### src/hdl/ttyld_pkg.sv
// Shared types, constants and codes for the canonical line discipline
package ttyld_pkg;

    localparam int LINE_DEPTH_DEF = 256;
    localparam int RAW_DEPTH_DEF  = 256;

    localparam logic [7:0] CH_NL = 8'd10;
    localparam logic [7:0] CH_CR = 8'd13;
    localparam logic [7:0] CH_BS = 8'd8;
    localparam logic [7:0] CH_SP = 8'd32;
    localparam logic [7:0] CH_HT = 8'd9;
    localparam logic [8:0] ERASE_MAX = 9'd511;

    // mode flag bit positions
    localparam int F_CANON = 0;
    localparam int F_SIG   = 1;
    localparam int F_ECHO  = 2;
    localparam int F_CRNL  = 3;
    localparam int F_NLCR  = 4;

    // register indexes
    localparam logic [2:0] REG_MODE  = 3'd0;
    localparam logic [2:0] REG_INTR  = 3'd1;
    localparam logic [2:0] REG_QUIT  = 3'd2;
    localparam logic [2:0] REG_ERASE = 3'd3;
    localparam logic [2:0] REG_KILL  = 3'd4;
    localparam logic [2:0] REG_WERASE = 3'd5;
    localparam logic [2:0] REG_EOF   = 3'd6;

    localparam logic OP_CHAR = 1'b0;
    localparam logic OP_READ = 1'b1;

    localparam logic [1:0] SIG_NONE = 2'd0;
    localparam logic [1:0] SIG_INTR = 2'd1;
    localparam logic [1:0] SIG_QUIT = 2'd2;

    typedef struct packed {
        logic       operation;
        logic [7:0] in_char;
    } t_in;

    typedef struct packed {
        logic       echo_valid;
        logic [7:0] echo_char;
        logic [8:0] erase_count;
        logic       read_valid;
        logic [7:0] read_char;
        logic       wake_reader;
        logic [1:0] signal_kind;
    } t_out;

    typedef enum logic [3:0] {
        K_RD_LINE, K_RD_RAW, K_RD_NONE, K_SIG_INTR, K_SIG_QUIT,
        K_ERASE, K_KILL, K_WERASE, K_EOF, K_NORMAL
    } t_kind;

    typedef enum logic [2:0] {
        S_IDLE, S_DECODE, S_SCAN_RD, S_SCAN_CHK, S_READ_DONE, S_FINISH
    } t_state;

    typedef struct packed {
        logic load;
        logic decode;
        logic sel_tail;
        logic scan_step;
        logic pop;
        logic finish;
    } t_cmd;

    typedef struct packed {
        t_kind kind;
        logic  line_empty;
        logic  scan_stop;
        logic  out_busy;
    } t_status;

endpackage

### src/hdl/ttyld_ctrl.sv
// Controller state machine sequencing decode, tail scan, read and result hand-off
module ttyld_ctrl (
    input  logic              i_clk,
    input  logic              i_rst_n,
    input  logic              i_in_valid,
    input  ttyld_pkg::t_status i_status,
    output ttyld_pkg::t_cmd   o_cmd,
    output logic              o_idle
);

    ttyld_pkg::t_state r_state, n_state;

    // state register
    always_ff @(posedge i_clk) begin
        if (!i_rst_n) begin
            r_state <= ttyld_pkg::S_IDLE;
        end else begin
            r_state <= n_state;
        end
    end

    // next state and commands
    always_comb begin
        n_state = r_state;
        o_cmd   = '0;
        o_idle  = 1'b0;
        unique case (r_state)
            ttyld_pkg::S_IDLE: begin
                o_idle = 1'b1;
                if (i_in_valid) begin
                    o_cmd.load = 1'b1;
                    n_state    = ttyld_pkg::S_DECODE;
                end
            end
            ttyld_pkg::S_DECODE: begin
                o_cmd.decode = 1'b1;
                case (i_status.kind)
                    ttyld_pkg::K_RD_LINE, ttyld_pkg::K_RD_RAW:
                        n_state = ttyld_pkg::S_READ_DONE;
                    ttyld_pkg::K_ERASE, ttyld_pkg::K_KILL, ttyld_pkg::K_WERASE:
                        n_state = ttyld_pkg::S_SCAN_RD;
                    default:
                        n_state = ttyld_pkg::S_FINISH;
                endcase
            end
            ttyld_pkg::S_SCAN_RD: begin
                o_cmd.sel_tail = 1'b1;
                n_state = i_status.line_empty ? ttyld_pkg::S_FINISH
                                              : ttyld_pkg::S_SCAN_CHK;
            end
            ttyld_pkg::S_SCAN_CHK: begin
                if (i_status.scan_stop) begin
                    n_state = ttyld_pkg::S_FINISH;
                end else begin
                    o_cmd.scan_step = 1'b1;
                    n_state = (i_status.kind == ttyld_pkg::K_ERASE)
                              ? ttyld_pkg::S_FINISH : ttyld_pkg::S_SCAN_RD;
                end
            end
            ttyld_pkg::S_READ_DONE: begin
                o_cmd.pop = 1'b1;
                n_state   = ttyld_pkg::S_FINISH;
            end
            ttyld_pkg::S_FINISH: begin
                if (!i_status.out_busy) begin
                    o_cmd.finish = 1'b1;
                    n_state      = ttyld_pkg::S_IDLE;
                end
            end
            default: n_state = ttyld_pkg::S_IDLE;
        endcase
    end

endmodule

### config.mk
export PLATFORM = sky130hd
export DESIGN_NAME = ttyld_ctrl
export DESIGN_NICKNAME = d
export VERILOG_FILES = /design/src/hdl/ttyld_pkg.sv /design/src/hdl/ttyld_ctrl.sv
export SDC_FILE = /design/constraint.sdc
export NUM_CORES = 1
export LEC_CHECK = 0
export ABC_AREA = 1
export BUFFER_PORTS_ARGS = -buffer_cell sky130_fd_sc_hd__buf_2
export CAP_MARGIN = 20
export CORE_AREA = 2 2 39 41
export DETAILED_ROUTE_END_ITERATION = 7
export DIE_AREA = 0 0 41 43
export PLACE_DENSITY_LB_ADDON = 0.15
export RECOVER_POWER = 100
export SYNTH_ARGS = -nofsm -noshare
export SYNTH_HDL_FRONTEND = slang
export SYNTH_SLANG_ARGS = --single-unit
### constraint.sdc
create_clock -name i_clk -period 1.62 [get_ports i_clk]
set_input_delay 0.486 -clock i_clk [delete_from_list [all_inputs] [get_ports i_clk]]
set_output_delay 0.486 -clock i_clk [all_outputs]
set_load 0.05 [all_outputs]
==> run metrics <==
Worst EP required=around 1100 ps; biggest area consumer among synthesized cells=dfxtp_1; Util after Layout=35.44%; clk_skew=0.7727 ps; Clk pin slew, worst setup/hold paths=40 ps; final period utilization=97.10%; Post-CTS Setup Bufs=0; hold_buf cts=0; DRT Pass-1 Iters=4; Worst path slowest cell=dfxtp_2; post-route total power=0.0007224 W; Netlist cell types=16; Starting Density=20.80%; slew margin rel.=86.18%; Largest Register=r_state; Crit Path Category=reg -> out; Final ANT Viol Nets=0; gp weighted congestion=0.6321; first-pass GRT wire length=1179 um; Max Cap Viol=0; r2r startpoint=r_state[2]$_SDFFE_PN0P_; most frequent cell after synthesis=nand2_1; Vias/cell=between 4 and 5; Ports=17; vias in the first global route=320; area fraction of the dominant cell type after synthesis=20.87%; flops & latches, synth=3; most used routing layer=met2; GRT Total Usage=9.839%; Fin. Hold Viols=0; HP Class=in -> reg; CP max FO=6; Area Overhead vs Synth=70.43%; Slew Viols, Final=0; sequential element share of the synthesized area=20.87%; Placeable Area=0.001384 mm2; ys async rst share=0%; synth warn=0; final critical-path setup slack=46.93 ps; crit path launch type=register; CP Launch Point=r_state[2]$_SDFFE_PN0P_; M3 GR Usage=4.712%; unrepaired setup endpoints after global routing=no; Mean Syn Cell Area=between 5 and 6 um2; clk_lat worst skew=230 ps; outcome=finished clean; largest cells by area after synthesis=dfxtp_1 21%, nand2_1 17%, inv_1 16%; pin count of the biggest net entering global routing=7; Largest regs=r_state x3; slowest stage delay, CP=approximately 370 ps; PwrDens=1473 mW/mm2; initial antenna violation count=0; initial DRC count=10; Cells after Synth=51; Netlist Area Pre-Place=287.8 um2; final setup fails=0; R2R Setup Slk=420 ps; Synth Net Count=61; Post-synth EDFFs=0; Inserted Diodes=0; IO Port Bufs=16; design area=490.5 um2; Die Width=41 um; Sink Count=3; fmax=635.7 MHz; met1 Use GR=10.61%; Worst setup EP type=output port; worst slew pin tran=205.7 ps; WL/cell=8.466 um; hold path start=i_rst_n; H-tree depth=1; Layout Nets=83; Arr. time, crit path=approximately 1100 ps; Max VDD drop=around 0.69 mV; Period minus WS final=1573 ps; Root Driver=clkbuf_4; met2 GRT Util=15.63%; Placed Area=415.4 um2; DP Wirelength=~600 um; DIE HEIGHT=43 um; pre-CTS WS=5.337 ps; via count=380; max reg flops=3; top cells by count, synth=13 x nand2_1, 12 x inv_1, 5 x nand3_1; CTS tree=built; critical-path cell list=inv_4 -> nor4_4 -> buf_6; WL final=roughly 750 um; most common flop cell mapped by yosys=dfxtp_1; CTS Buffer Depth=2; cts bufs inserted=3; DRC=0; Lkg Pwr=0.2753 nW; layout cells sized above 1=between 40% and 50%; setup TNS=0 ps; Die ar.=0.001763 mm2; row count=14; GRT overflow=0
## layer usage
layer | vias to the layer above | part of all wire, %
met5 | - | 0
met4 | 0 | 0
met3 | 0 | 9.4
met2 | 14 | 54
met1 | 167 | 37
li1 | 199 | -
## per-stage QoR
| step | cells | hold slack [ps] |
|---|---|---|
| after global placement | 84 | 631.4 |
| final | 88 | 456.0 |
| after floorplan | 51 | 572.0 |
| after CTS | 88 | 446.7 |
| after detailed placement | 84 | 621.1 |
| after global routing | 88 | 461.9 |
## placed cells by master, fill, tap and decap left out
master,Yosys,final
nor3_4,1,1
o21ai_0,1,1
nand4_1,1,1
nand2_1,13,13
inv_1,12,11
and2_1,1,1
o221ai_1,1,1
dfxtp_2,0,2
inv_4,0,2
nor2_1,4,2
nor4_4,0,1
dfxtp_4,0,1
buf_2,0,9
nor3_2,1,1
a21oi_1,1,1
clkbuf_4,0,4
a31oi_1,1,1
inv_2,4,3
buf_4,0,3
buf_6,0,4
nor2_2,0,2
nand3_1,5,4
clkbuf_1,0,1
nand3_2,0,1
a21oi_2,1,1
## area by class of cell
type                    count  area [um2]
repair buffers             17       120.1
fillers                   161       893.4
well taps                  16       20.02
flip-flops and latches      3       66.31
clock buffers               4       26.28
inverters                  16       65.06
multi-input cells          32       192.7
## cell families after synthesis
kind of cell | Yosys count | synth area share, %
simple gates | 27 | 46.53
buf+inv | 16 | 20.87
compound gates | 5 | 11.74
flops | 3 | 20.87
## where the power goes
group	internal (W)	leakage (nW)	switching, W
combinational	0.000150	0.234	0.000307
sequential	0.0000978	0.0261	0.0000342
clock	0.0000925	0.0150	0.0000413
total	0.000340	0.275	0.000382
## worst paths after layout
kind                             endpoint  depth (start not counted)
setup / recovery                 o_cmd[0]                          3
hold / removal    r_state[1]$_SDFFE_PN0P_                          3
hold reg to reg   r_state[0]$_SDFFE_PN0P_                          2
setup reg to reg  r_state[0]$_SDFFE_PN0P_                          8
## critical path, delay by kind of cell, from the launching register on
kind	cells	cell delay (ps)
and+or+nand+nor	1	220
buffers and inverters	2	260
DFF	1	370
## what timing repair did
| item | CTS | global route |
|---|---|---|
| cloned | 0 | 0 |
| endpoints found under the setup margin | 7 | 4 |
| gates resized for setup | 14 | 6 |
No activity file was read; power rests on OpenSTA's default activity.
